<file path="config.mk">
export PLATFORM = sky130hd
export DESIGN_NAME = moisture_watering_sequencer_core
export DESIGN_NICKNAME = d
export VERILOG_FILES = /design/src/hdl/mws_pkg.sv /design/src/hdl/moisture_watering_sequencer_core.sv /design/src/hdl/mws_ctrl.sv /design/src/hdl/mws_dp.sv
export SDC_FILE = /design/constraint.sdc
export NUM_CORES = 1
export LEC_CHECK = 0
export BUFFER_PORTS_ARGS = -buffer_cell sky130_fd_sc_hd__clkbuf_2
export CORE_UTILIZATION = 43
export CTS_CLUSTER_SIZE = 14
export DETAILED_ROUTE_END_ITERATION = 8
export PLACE_DENSITY = 0.58
export SLEW_MARGIN = 20
export SYNTH_ARGS = -nofsm -noshare
export SYNTH_HDL_FRONTEND = slang
export SYNTH_SLANG_ARGS = --single-unit
</file>
<file path="constraint.sdc">
create_clock -name clk -period 8.6 [get_ports clk]
set_input_delay 1.72 -clock clk [delete_from_list [all_inputs] [get_ports clk]]
set_output_delay 1.72 -clock clk [all_outputs]
set_load 0.1 [all_outputs]
</file>
<file path="src/hdl/mws_pkg.sv">
// Shared types, register indexes and constants of the moisture watering sequencer.
`timescale 1ns / 1ps

package mws_pkg;

    localparam int VALVE_COUNT = 4;

    localparam int RAW_W   = 10;
    localparam int PCT_W   = 7;
    localparam int TIME_W  = 32;
    localparam int MASK_W  = 4;
    localparam int PHASE_W = 2;
    localparam int NUM_W   = 17;
    localparam int CNT_W   = 5;
    localparam int IDX_W   = 3;
    localparam int CFG_W   = 32;
    localparam int S_DATA_W = 48;
    localparam int M_DATA_W = 16;

    localparam logic [CNT_W-1:0] DIV_LAST = CNT_W'(NUM_W - 1);
    localparam logic [PCT_W-1:0] PCT_MAX  = 7'd100;

    localparam logic [PHASE_W-1:0] PH_IDLE  = 2'd0;
    localparam logic [PHASE_W-1:0] PH_WATER = 2'd1;
    localparam logic [PHASE_W-1:0] PH_SOAK  = 2'd2;

    localparam logic [IDX_W-1:0] REG_LOW_PCT  = 3'd0;
    localparam logic [IDX_W-1:0] REG_HIGH_PCT = 3'd1;
    localparam logic [IDX_W-1:0] REG_WATER_MS = 3'd2;
    localparam logic [IDX_W-1:0] REG_SOAK_MS  = 3'd3;
    localparam logic [IDX_W-1:0] REG_DRY_RAW  = 3'd4;
    localparam logic [IDX_W-1:0] REG_WET_RAW  = 3'd5;
    localparam logic [IDX_W-1:0] REG_VALVE_EN = 3'd6;

    typedef struct packed {
        logic load;
        logic prep;
        logic step;
        logic commit;
    } ctrl_cmd_t;

    typedef struct packed {
        logic div_last;
        logic out_free;
    } dp_status_t;

    // Valves at or above VALVE_COUNT are never driven.
    function automatic logic [MASK_W-1:0] valve_limit();
        logic [MASK_W-1:0] lim;
        for (int i = 0; i < MASK_W; i++)
        begin
            lim[i] = (i < VALVE_COUNT);
        end
        return lim;
    endfunction

endpackage

</file>
<file path="src/hdl/moisture_watering_sequencer_core.sv">
// Top level of the moisture watering sequencer.
`timescale 1ns / 1ps

// Each input beat carries one ten-bit moisture sample and the current millisecond
// count; each one yields exactly one output beat with the valve drive, the phase
// after the step and the saturated moisture percent. The result passes through the
// scaling step, the bit-serial restoring divider that forms the percent and the
// commit step. The input is ready again in the cycle after the commit, so no new
// sample is accepted while one is in flight; a result left waiting at the output
// register holds the next commit until it is taken. Configuration registers are
// written through cfg_we, cfg_index and cfg_data and take effect at the next
// sample if the user writes them only between samples; the block itself does not
// enforce this.
module moisture_watering_sequencer_core (
    input  logic                          clk,
    input  logic                          rst_n,
    input  logic                          cfg_we,
    input  logic [mws_pkg::IDX_W-1:0]     cfg_index,
    input  logic [mws_pkg::CFG_W-1:0]     cfg_data,
    input  logic                          s_tvalid,
    output logic                          s_tready,
    input  logic [mws_pkg::S_DATA_W-1:0]  s_tdata,   // raw_sample[9:0], now_ms[41:10]
    output logic                          m_tvalid,
    input  logic                          m_tready,
    output logic [mws_pkg::M_DATA_W-1:0]  m_tdata    // valve_drive[3:0], phase[5:4], moisture_pct[12:6]
);
    import mws_pkg::*;

    ctrl_cmd_t  cmd;
    dp_status_t status;

    mws_ctrl u_ctrl (
        .clk      (clk),
        .rst_n    (rst_n),
        .s_tvalid (s_tvalid),
        .s_tready (s_tready),
        .status   (status),
        .cmd      (cmd)
    );

    mws_dp u_dp (
        .clk       (clk),
        .rst_n     (rst_n),
        .cfg_we    (cfg_we),
        .cfg_index (cfg_index),
        .cfg_data  (cfg_data),
        .s_tdata   (s_tdata),
        .m_tvalid  (m_tvalid),
        .m_tready  (m_tready),
        .m_tdata   (m_tdata),
        .cmd       (cmd),
        .status    (status)
    );

endmodule

</file>
<file path="src/hdl/mws_ctrl.sv">
// Controller state machine: input capture, scaling, divide and result commit.
`timescale 1ns / 1ps

module mws_ctrl (
    input  logic               clk,
    input  logic               rst_n,
    input  logic               s_tvalid,
    output logic               s_tready,
    input  mws_pkg::dp_status_t status,
    output mws_pkg::ctrl_cmd_t  cmd
);
    import mws_pkg::*;

    typedef enum logic [3:0] {
        ST_IDLE = 4'b0001,
        ST_PREP = 4'b0010,
        ST_DIV  = 4'b0100,
        ST_DONE = 4'b1000
    } state_t;

    state_t state_reg;
    state_t state_next;

    always_ff @(posedge clk or negedge rst_n)
    begin
        if (!rst_n)
        begin
            state_reg <= ST_IDLE;
        end
        else
        begin
            state_reg <= state_next;
        end
    end

    always_comb
    begin
        state_next = state_reg;
        s_tready   = 1'b0;
        cmd        = '0;
        unique case (state_reg)
            ST_IDLE:
            begin
                s_tready = 1'b1;
                if (s_tvalid)
                begin
                    cmd.load   = 1'b1;
                    state_next = ST_PREP;
                end
            end
            ST_PREP:
            begin
                cmd.prep   = 1'b1;
                state_next = ST_DIV;
            end
            ST_DIV:
            begin
                cmd.step = 1'b1;
                if (status.div_last)
                begin
                    state_next = ST_DONE;
                end
            end
            ST_DONE:
            begin
                if (status.out_free)
                begin
                    cmd.commit = 1'b1;
                    state_next = ST_IDLE;
                end
            end
            default:
            begin
                state_next = ST_IDLE;
            end
        endcase
    end

endmodule

</file>
<file path="src/hdl/mws_dp.sv">
// Datapath: configuration registers, percent scaling divider, sequencer state and output register.
`timescale 1ns / 1ps

module mws_dp (
    input  logic                          clk,
    input  logic                          rst_n,
    input  logic                          cfg_we,
    input  logic [mws_pkg::IDX_W-1:0]     cfg_index,
    input  logic [mws_pkg::CFG_W-1:0]     cfg_data,
    input  logic [mws_pkg::S_DATA_W-1:0]  s_tdata,
    output logic                          m_tvalid,
    input  logic                          m_tready,
    output logic [mws_pkg::M_DATA_W-1:0]  m_tdata,
    input  mws_pkg::ctrl_cmd_t            cmd,
    output mws_pkg::dp_status_t           status
);
    import mws_pkg::*;

    logic [PCT_W-1:0]   low_pct_reg;
    logic [PCT_W-1:0]   high_pct_reg;
    logic [TIME_W-1:0]  water_ms_reg;
    logic [TIME_W-1:0]  soak_ms_reg;
    logic [RAW_W-1:0]   dry_raw_reg;
    logic [RAW_W-1:0]   wet_raw_reg;
    logic [MASK_W-1:0]  valve_en_reg;

    logic [RAW_W-1:0]   raw_reg;
    logic [TIME_W-1:0]  now_reg;

    logic [NUM_W-1:0]   quo_reg;
    logic [RAW_W-1:0]   rem_reg;
    logic [RAW_W-1:0]   den_mag_reg;
    logic               neg_reg;
    logic               den_zero_reg;
    logic [CNT_W-1:0]   cnt_reg;

    logic [PHASE_W-1:0] phase_reg;
    logic [PHASE_W-1:0] phase_next;
    logic [TIME_W-1:0]  last_switch_reg;
    logic [TIME_W-1:0]  last_switch_next;

    logic               out_valid_reg;
    logic [M_DATA_W-1:0] out_data_reg;

    logic signed [RAW_W:0]   diff;
    logic signed [RAW_W:0]   den;
    logic signed [NUM_W:0]   num;
    logic [NUM_W-1:0]        num_mag;
    logic [RAW_W-1:0]        den_mag;
    logic [RAW_W:0]          trial;
    logic [PCT_W-1:0]        pct;
    logic [TIME_W-1:0]       elapsed;
    logic [MASK_W-1:0]       valve;

    // Configuration registers.
    always_ff @(posedge clk or negedge rst_n)
    begin
        if (!rst_n)
        begin
            low_pct_reg  <= 7'd30;
            high_pct_reg <= 7'd60;
            water_ms_reg <= 32'd10000;
            soak_ms_reg  <= 32'd30000;
            dry_raw_reg  <= 10'd0;
            wet_raw_reg  <= 10'd1023;
            valve_en_reg <= 4'hF;
        end
        else if (cfg_we)
        begin
            unique case (cfg_index)
                REG_LOW_PCT:  low_pct_reg  <= cfg_data[PCT_W-1:0];
                REG_HIGH_PCT: high_pct_reg <= cfg_data[PCT_W-1:0];
                REG_WATER_MS: water_ms_reg <= cfg_data[TIME_W-1:0];
                REG_SOAK_MS:  soak_ms_reg  <= cfg_data[TIME_W-1:0];
                REG_DRY_RAW:  dry_raw_reg  <= cfg_data[RAW_W-1:0];
                REG_WET_RAW:  wet_raw_reg  <= cfg_data[RAW_W-1:0];
                REG_VALVE_EN: valve_en_reg <= cfg_data[MASK_W-1:0];
                default:      ;
            endcase
        end
    end

    // Signed scaling ahead of the divider; the divide runs on magnitudes.
    always_comb
    begin
        diff    = $signed({1'b0, raw_reg}) - $signed({1'b0, dry_raw_reg});
        den     = $signed({1'b0, wet_raw_reg}) - $signed({1'b0, dry_raw_reg});
        num     = (NUM_W+1)'(diff) * $signed(18'sd100);
        num_mag = num[NUM_W] ? NUM_W'(-num) : num[NUM_W-1:0];
        den_mag = den[RAW_W] ? RAW_W'(-den) : den[RAW_W-1:0];
        trial   = {rem_reg, quo_reg[NUM_W-1]} - {1'b0, den_mag_reg};
    end

    // Restoring divider, one quotient bit per cycle.
    always_ff @(posedge clk)
    begin
        if (cmd.load)
        begin
            raw_reg <= s_tdata[RAW_W-1:0];
            now_reg <= s_tdata[RAW_W +: TIME_W];
        end
        if (cmd.prep)
        begin
            quo_reg      <= num_mag;
            rem_reg      <= '0;
            den_mag_reg  <= den_mag;
            neg_reg      <= num[NUM_W] ^ den[RAW_W];
            den_zero_reg <= (den == '0);
        end
        else if (cmd.step)
        begin
            if (!trial[RAW_W])
            begin
                rem_reg <= trial[RAW_W-1:0];
                quo_reg <= {quo_reg[NUM_W-2:0], 1'b1};
            end
            else
            begin
                rem_reg <= {rem_reg[RAW_W-2:0], quo_reg[NUM_W-1]};
                quo_reg <= {quo_reg[NUM_W-2:0], 1'b0};
            end
        end
    end

    always_ff @(posedge clk or negedge rst_n)
    begin
        if (!rst_n)
        begin
            cnt_reg <= '0;
        end
        else if (cmd.prep)
        begin
            cnt_reg <= '0;
        end
        else if (cmd.step)
        begin
            cnt_reg <= cnt_reg + 1'b1;
        end
    end

    // Saturated percent and the sequencer step.
    always_comb
    begin
        if (den_zero_reg || neg_reg)
        begin
            pct = '0;
        end
        else if (quo_reg > NUM_W'(PCT_MAX))
        begin
            pct = PCT_MAX;
        end
        else
        begin
            pct = quo_reg[PCT_W-1:0];
        end

        elapsed          = now_reg - last_switch_reg;
        phase_next       = phase_reg;
        last_switch_next = last_switch_reg;
        case (phase_reg)
            PH_WATER:
            begin
                if (elapsed >= water_ms_reg)
                begin
                    last_switch_next = now_reg;
                    phase_next       = PH_SOAK;
                end
            end
            PH_SOAK:
            begin
                if (elapsed >= soak_ms_reg)
                begin
                    if (pct <= high_pct_reg)
                    begin
                        last_switch_next = now_reg;
                        phase_next       = PH_WATER;
                    end
                    else
                    begin
                        phase_next = PH_IDLE;
                    end
                end
            end
            default:
            begin
                phase_next = PH_IDLE;
                if (pct <= low_pct_reg)
                begin
                    last_switch_next = now_reg;
                    phase_next       = PH_WATER;
                end
            end
        endcase

        valve = (phase_next == PH_WATER) ? (valve_en_reg & valve_limit()) : '0;
    end

    always_ff @(posedge clk or negedge rst_n)
    begin
        if (!rst_n)
        begin
            phase_reg       <= PH_IDLE;
            last_switch_reg <= '0;
            out_valid_reg   <= 1'b0;
        end
        else
        begin
            if (cmd.commit)
            begin
                phase_reg       <= phase_next;
                last_switch_reg <= last_switch_next;
                out_valid_reg   <= 1'b1;
            end
            else if (m_tready)
            begin
                out_valid_reg <= 1'b0;
            end
        end
    end

    always_ff @(posedge clk)
    begin
        if (cmd.commit)
        begin
            out_data_reg <= {3'b000, pct, phase_next, valve};
        end
    end

    assign m_tvalid        = out_valid_reg;
    assign m_tdata         = out_data_reg;
    assign status.div_last = (cnt_reg == DIV_LAST);
    assign status.out_free = !out_valid_reg || m_tready;

endmodule

</file>
# == After elaboration in Yosys (flattened, before gate mapping) ==
# Cells that the tools add are included.
# word_totals
inputBits,88
out_inout_bits,18
ff_bits,240
# op_classes
addsub,7
eq_ne,20
bitwise_logic,1
n_lt_le_gt_ge,5
n_reduce_logical,17
n_mux,33
multipliers,1
# op_table
cell,n
$mux 32,4
$ge 32x32->1,2
$pmux 32 s2,1
$mux 17,3
$sub 32x32->32,1
$sub 10x10->11,2
$mux 10,2
$gt 17x7->1 const B,1
$neg 17->17,1
$mul 11x6->16 const B,1
$pmux 4 s4,1
$le 7x7->1,2
$mux 7,2
$reduce_and 2->1,7
$mux 1,12
$mux 4,3
$logic_not 11->1,1
$sub 11x10->11,1
$mux 5,2
$neg 10->10,1
$eq 3x3->1 const B,3
$eq 3x2->1 const B,2
$ne 2x1->1 const B,3
$ne 2x2->1 const B,3
other kinds (19),23

# == Longest topological paths before layout ==
# Gate-level depths: netlist of run 1.
# logic_depth
word_depth,8
depth_mapped,22
ltp_nobuf,22

# == Cells and area by module ==
# From an unflattened synthesis of run 1, not the netlist that was laid out.
# hier_totals
cells_unflattened,1474
hier_area_um2,15294.7
# modules_own_cells
module,area_each_um2,seq_area_each_um2,cells_each,instances
mws_dp,15031.9,6318.6,1447,1
mws_ctrl,262.8,101.3,27,1

# == Least setup slack after synthesis of run 1 ==
# No wires, ideal clock.
# synth_path
path_type,reg2reg
startpoint,register u_ctrl.state_reg[0]
endpoint,register u_dp.now_reg[0] (enable)
arrival_time_ns,5.217
path_stages_with_launch,3
required_ns,8.197
period_less_slack_ns,5.620
setup_slack_ns,2.980
n_path_buf,0
cell_sequence,dfstp_2 nor4b_1 and2_1
# synth_lines
item,line,rtl
from (decl),mws_ctrl.sv:21,state_t state_reg;
from (signal assigned),mws_ctrl.sv:32,state_reg <= state_next;
to (signal assigned),mws_dp.sv:100,now_reg <= s_tdata[RAW_W +: TIME_W];
to (decl),mws_dp.sv:28,logic [TIME_W-1:0] now_reg;

# == Worst setup path in the final report of run 1 ==
# layout_path
startpoint,register u_dp.now_reg[0]
endpoint,register u_dp.last_switch_reg[3]
# layout_between
elab_chain_cells,4
# layout_lines
item,line,rtl
$sub 32x32->32 *,mws_dp.sv:157,elapsed = now_reg - last_switch_reg;
"$ge 32x32->1, on equally long branches","mws_dp.sv:171, mws_dp.sv:163",
$ne 2x1->1 (no line),n/a,
$reduce_and 5->1 (no line) *,n/a,
to (signal assigned),mws_dp.sv:211,last_switch_reg <= last_switch_next;
to (decl),mws_dp.sv:39,logic [TIME_W-1:0] last_switch_reg;
# Every way passes the cells marked *; elsewhere a longest branch is shown, timed or not.
# A chain may end at the register's enable or synchronous reset.

==> key figures, run 1 <==
Status
  • Status: complete, no violations

Die
  • Site Rows: 69
  • Die area: 0.03677 sq mm
  • Core ar.: 0.03548 sq mm
  • Die Span X: 191.8 um
  • Die height: 191.8 um
  • Io pins: 106
  • Initial Utilization: 43.63%

Final layout
  • Area grow syn2layout: 12.87%
  • Final net count: 1,865
  • Multi-input logic area: 0.008238 sq mm
  • Final Non-Filler Cells: 2,069
  • Util after Layout: 49.25%
  • Sequential cell area: 0.006420 sq mm
  • Ant diodes: 0
  • FILL cells: 3,310
  • Share of cells above drive strength 1: 18.84%

Synth
  • Synth unique cells: 84
  • Seq/Total Area, Yosys: 41.47%
  • Share of the synthesized area in the top cell type: 17.94%
  • Most instantiated cells after synthesis: ha_1, inv_1, nand2_1, dfrtp_1, o21ai_0
  • Post-synth EDFFs: 84
  • Syn Area/Cell: 10.43 sq um
  • Synth Instances: 1,484
  • Ys async rst share: 60.83%
  • Prevailing post-synth register cell: dfrtp_1
  • Largest area contributor in the netlist: dfrtp_1
  • Synth top area cells: dfrtp_1, edfxtp_1, ha_1
  • Post-Syn Area: 0.01548 sq mm
  • Ys Warns: 0
  • Yosys reg bits: 240

Clocking
  • Post-CTS Setup Inserts: 0
  • Clock buffer count from CTS: 28
  • Root Buffer: clkbuf_16
  • H-tree levels: 1
  • Hold_buf cts: 0
  • Cts repair resizes: 0
  • Later-pin clock latency in the skew report: 0.57 ns
  • Clock Path Buffers: 3
  • CTS tree: built
  • Clock slew at reported path FFs: 0.06 ns
  • CTS sink cnt: 240

Timing
  • Worst Tran Pin Value: 1.039 ns
  • Fin crit share: 69.93%
  • RSZ-0062 raised after global routing: false
  • Worst Skew: 0.03034 ns
  • Min Tclk post-route: 6.014 ns
  • Slew headroom: 30.70%
  • Number of failing hold endpoints at the final stage: 0
  • Max-slew violation count: 0
  • Final setup viols: 0
  • Min Hold Slack: 0.4863 ns
  • Post-Route Setup TNS: 0 ns
  • Max Freq: 166.3 MHz

GRT
  • Largest net degree at the start of global routing: 83
  • Global-route wire length before repair: 52,950 um
  • Remaining global-route overflow: 0
  • Number of global-route vias before repair: 10,260
  • Initial antenna violation count: 0
  • GRT Util Overall: 18.18%

Critical path
  • CP Max Fanout: 30
  • CP top delay family: compound AO/OA/AOI/OAI gates
  • CP Cell Sequence: inv_1 > ha_1 > inv_1 > fa_1 > a211oi_1 > o21bai_1 > a221oi_2 > a21oi_1 > o31ai_2 > a31oi_1 > o311a_1 > a311o_1 > ha_1 > nand4_1 > nor4_2 > o211ai_1 > o2111a_1 > a211oi_4 > o211ai_4 > buf_4 > mux2_4
  • Crit path DAT: 6.44 ns
  • CP startpoint kind: register
  • Critical Path End Type: register
  • Largest stage delay, worst path: 0.41 ns
  • Crit-path slowest cell: edfxtp_1
  • CP bufs+invs: 3
  • Setup CP Type: register to register
  • CP required: 9.03 ns

Placement
  • PortBufs: 96
  • Detail Placement HPWL: 24,380 um
  • Placed Cells: 2,017
  • GPL Wtd Cong: 0.8516

Routing
  • Detailed-route via count: 10,740
  • Post-route DRC: 0
  • Total Routed Length: 32,990 um
  • Initial DRT Pass Iterations: 5
  • 1st-iter DRT viols: 416
  • Drt via density: 5.189
  • Post-DR wirelength/cell: 15.95 um
  • Post-route ant nets: 0

Run
  • Max Cap Viol: 0

Min path
  • Hold Crit Class: register to register
path summary, 6_finish.rpt:
check / startpoint / slack [ns] / end / depth (start not counted)
worst max-delay path: u_dp.now_reg[0]$_DFFE_PP_ / 2.59 / u_dp.last_switch_reg[3]$_DFFE_PN0P_ / 21
worst min register to register: u_dp.rem_reg[4]$_SDFFE_PN0P_ / 0.49 / u_dp.rem_reg[4]$_SDFFE_PN0P_ / 2
max in group asynchronous: rst_n / 5.99 / u_dp.dry_raw_reg[9]$_DFFE_PN0P_ / 2
worst min-delay path: u_dp.rem_reg[4]$_SDFFE_PN0P_ / 0.49 / u_dp.rem_reg[4]$_SDFFE_PN0P_ / 2
worst max register to register: u_dp.now_reg[0]$_DFFE_PP_ / 2.59 / u_dp.last_switch_reg[3]$_DFFE_PN0P_ / 21
min in group asynchronous: rst_n / 1.22 / u_dp.last_switch_reg[24]$_DFFE_PN0P_ / 1
metrics by stage:
| stage | setup slack [ns] | cell area, sq um |
|---|---|---|
| after CTS | 2.592 | 17470 |
| after detailed placement | 2.622 | 16450 |
| after global routing | 2.244 | 17480 |
| after floorplan | 2.980 | 15490 |
| final | 2.586 | 17480 |
| after global placement | 2.638 | 16450 |
layout by cell type (no fill, tap or decap), types with 35 or more instances in the layout:
cell type  Yosys  layout
nand2_1      115     115
dfstp_2       35      35
mux2_2        56      56
clkbuf_2       0      95
ha_1         179     179
edfxtp_1      84      84
nor2_1        71      71
a21oi_1       76      76
xnor2_1       46      46
inv_1        179     179
dfrtp_1      111     111
o21ai_0       91      91
logic make-up after synthesis:
| family | after synthesis | share of synthesized area, % |
|---|---|---|
| other | 1 | 0.02422 |
| and+or+nand+nor | 339 | 11.00 |
| adders and majority gates | 191 | 16.02 |
| DFF | 240 | 41.47 |
| buffers and inverters | 214 | 5.584 |
| muxes | 95 | 7.564 |
| xor gates and xnor gates | 78 | 4.510 |
| AOI/OAI and AO/OA | 326 | 13.84 |
layer usage:
metal / track usage (%) / share of wire [%] / up-vias
met5: 0 / 0 / -
met2: 28.35 / 44 / 153
li1: - / - / 5466
met1: 26.55 / 51 / 5086
met3: 2.558 / 4.2 / 31
met4: 4.090 / 1.4 / 0
layout make-up:
type                       count  area share (%)
sequential                   240           36.74
tap                          461           3.301
inverter                     179           3.845
multi-input combinational   1032           47.14
clock buffer                  38           4.632
clock inverter                14           1.174
timing repair buffer         105           3.172
worst reg2reg max path: cells and delay by family (launching register included):
kind,cells,cell delay (ns)
and+or+nand+nor,2,0.52
adders and majority gates,3,0.90
DFF,1,0.41
buffers and inverters,3,0.50
AOI/OAI and AO/OA,12,3.15
muxes,1,0.39
Power of run 1 is left out: the tool's default activity adds up to more than one toggle a clock period on the data nets, which glitch-free logic cannot reach.
==> run 2, diff against run 1 <==
Clock period 8.6 ns to 6.3 ns, I/O delays scaled along.
==> run 2 against run 1 <==
Critical path depth is the same. The run now ends with design-rule violations left. Highest routed layer unchanged. Cell count grew 0.29%. Clock-buffer cell count shrank 1. Largest cell class unchanged.
==> key figures, run 2 (synthesis results as in run 1) <==
Status
  • Status: finished with violations
  • Failing checks: design-rule violations

GRT
  • M1 GR Usage: 26.44%
  • Remaining global-route overflow: 0
  • Initial antenna violation count: 2
  • Busiest grt layer: met2
  • Met3 GRT Util: 3.124%
  • GRT Util Overall: 18.14%
  • Global-route wire length before repair: 53,220 um
  • Largest net degree at the start of global routing: 83
  • Number of global-route vias before repair: 10,400
  • Met2 usage: 27.74%

Die
  • Io pins: 106
  • Die Span X: 191.8 um
  • Site Rows: 69
  • Initial Utilization: 43.63%
  • Die area: 0.03677 sq mm
  • Die height: 191.8 um
  • Core ar.: 0.03548 sq mm

Min path
  • Cells on Worst Hold Path: 2
  • Hold Crit Class: register to register

Final layout
  • Final net count: 1,868
  • Share of cells above drive strength 1: 18.55%
  • Most frequent cells in the layout: inv_1, ha_1, nand2_1
  • Area grow syn2layout: 12.02%

Clocking
  • Cts repair resizes: 0
  • Root Buffer: clkbuf_16
  • Clock buffer count from CTS: 29
  • Clock Path Buffers: 3
  • CTS sink cnt: 240
  • H-tree levels: 1
  • Clock slew at reported path FFs: 0.06 ns
  • Later-pin clock latency in the skew report: 0.56 ns
  • Post-CTS Setup Inserts: 0
  • CTS tree: built
  • Hold_buf cts: 0

Timing
  • Worst Tran Pin Value: 1.039 ns
  • Fin crit share: 92.73%
  • Number of failing hold endpoints at the final stage: 0
  • Worst Skew: 0.02496 ns
  • Min Tclk post-route: 5.842 ns
  • Final setup viols: 0
  • Post-Route Setup TNS: 0 ns
  • RSZ-0062 raised after global routing: false
  • Max Freq: 171.2 MHz
  • Max-slew violation count: 0
  • Slew headroom: 30.76%

Routing
  • Post-DR wirelength/cell: 15.85 um
  • 1st-iter DRT viols: 477
  • Initial DRT Pass Iterations: 7
  • Detailed-route via count: 10,810
  • Drt via density: 5.210
  • Post-route DRC: 2
  • Post-route ant nets: 0
  • Total Routed Length: 32,880 um

Placement
  • Detail Placement HPWL: 24,540 um
  • GPL Wtd Cong: 0.9019
  • PortBufs: 96

Run
  • Max Cap Viol: 0

Critical path
  • CP Max Fanout: 27
  • Setup CP Type: register to register
  • CP startpoint kind: register
  • Register-to-Register Path Depth: 21
  • Crit path DAT: 6.27 ns
  • Critical Path End Type: register
  • CP required: 6.72 ns
run 2: layout make-up:
cell class / instances / area (sq um)
inverters: 179 / 671.9
clock buffers: 37 / 755.7
well taps: 461 / 576.8
repair buffers: 107 / 581.8
flip-flops and latches: 240 / 6420
diodes: 2 / 5.005
fillers: 3306 / 18140
multi-input cells: 1032 / 8238
clock inverters: 17 / 93.84
run 2: metrics by stage:
| step | instance area, sq um | std cells | utilization [%] | hold slack [ns] | setup WS [ns] |
|---|---|---|---|---|---|
| finish | 17340 | 2075 | 48.88 | 0.4883 | 0.4583 |
| CTS | 17330 | 2073 | 48.85 | 0.4926 | 0.4810 |
| global placement | 16480 | 2019 | 46.45 | 0.4751 | 0.5671 |
| floorplan | 15490 | 1486 | - | 0.4504 | 0.6801 |
| global route | 17340 | 2075 | 48.88 | 0.5142 | 0.1105 |
| detailed placement | 16480 | 2019 | 46.45 | 0.4843 | 0.4933 |
run 2: final timing paths:
path                                                    from  slack [ns]                                   end
worst min-delay path            u_dp.rem_reg[3]$_SDFFE_PN0P_        0.49          u_dp.rem_reg[3]$_SDFFE_PN0P_
min in group asynchronous                              rst_n        0.73  u_dp.last_switch_reg[23]$_DFFE_PN0P_
worst min register to register  u_dp.rem_reg[3]$_SDFFE_PN0P_        0.49          u_dp.rem_reg[3]$_SDFFE_PN0P_
worst max register to register     u_dp.now_reg[0]$_DFFE_PP_        0.46  u_dp.last_switch_reg[28]$_DFFE_PN0P_
worst max-delay path               u_dp.now_reg[0]$_DFFE_PP_        0.46  u_dp.last_switch_reg[28]$_DFFE_PN0P_
max in group asynchronous                              rst_n        4.21     u_dp.water_ms_reg[25]$_DFFE_PN0P_
run 2: worst max-delay path, cell delays in order, from the launching register on:
cell and delay, ns:
edfxtp_1 0.38, inv_1 0.07, ha_1 0.16, inv_1 0.05, fa_1 0.42, a211oi_1 0.23, o21bai_1 0.17, a221oi_2 0.30
a21oi_1 0.16, o31ai_2 0.43, a31oi_1 0.21, o311a_1 0.38, a311o_1 0.32, ha_1 0.34, nand4_1 0.15, nor4_2 0.35
o211ai_1 0.20, o2111a_1 0.31, a211oi_4 0.26, o211ai_4 0.23, buf_12 0.26, mux2_4 0.31
run 2: layer usage:
layer,vias up,share of wire (%)
li1,5474,-
met1,5119,50
met2,174,43
met4,0,2.2
met5,-,0
met3,43,4.5
Power of run 2 is left out for the same reason.
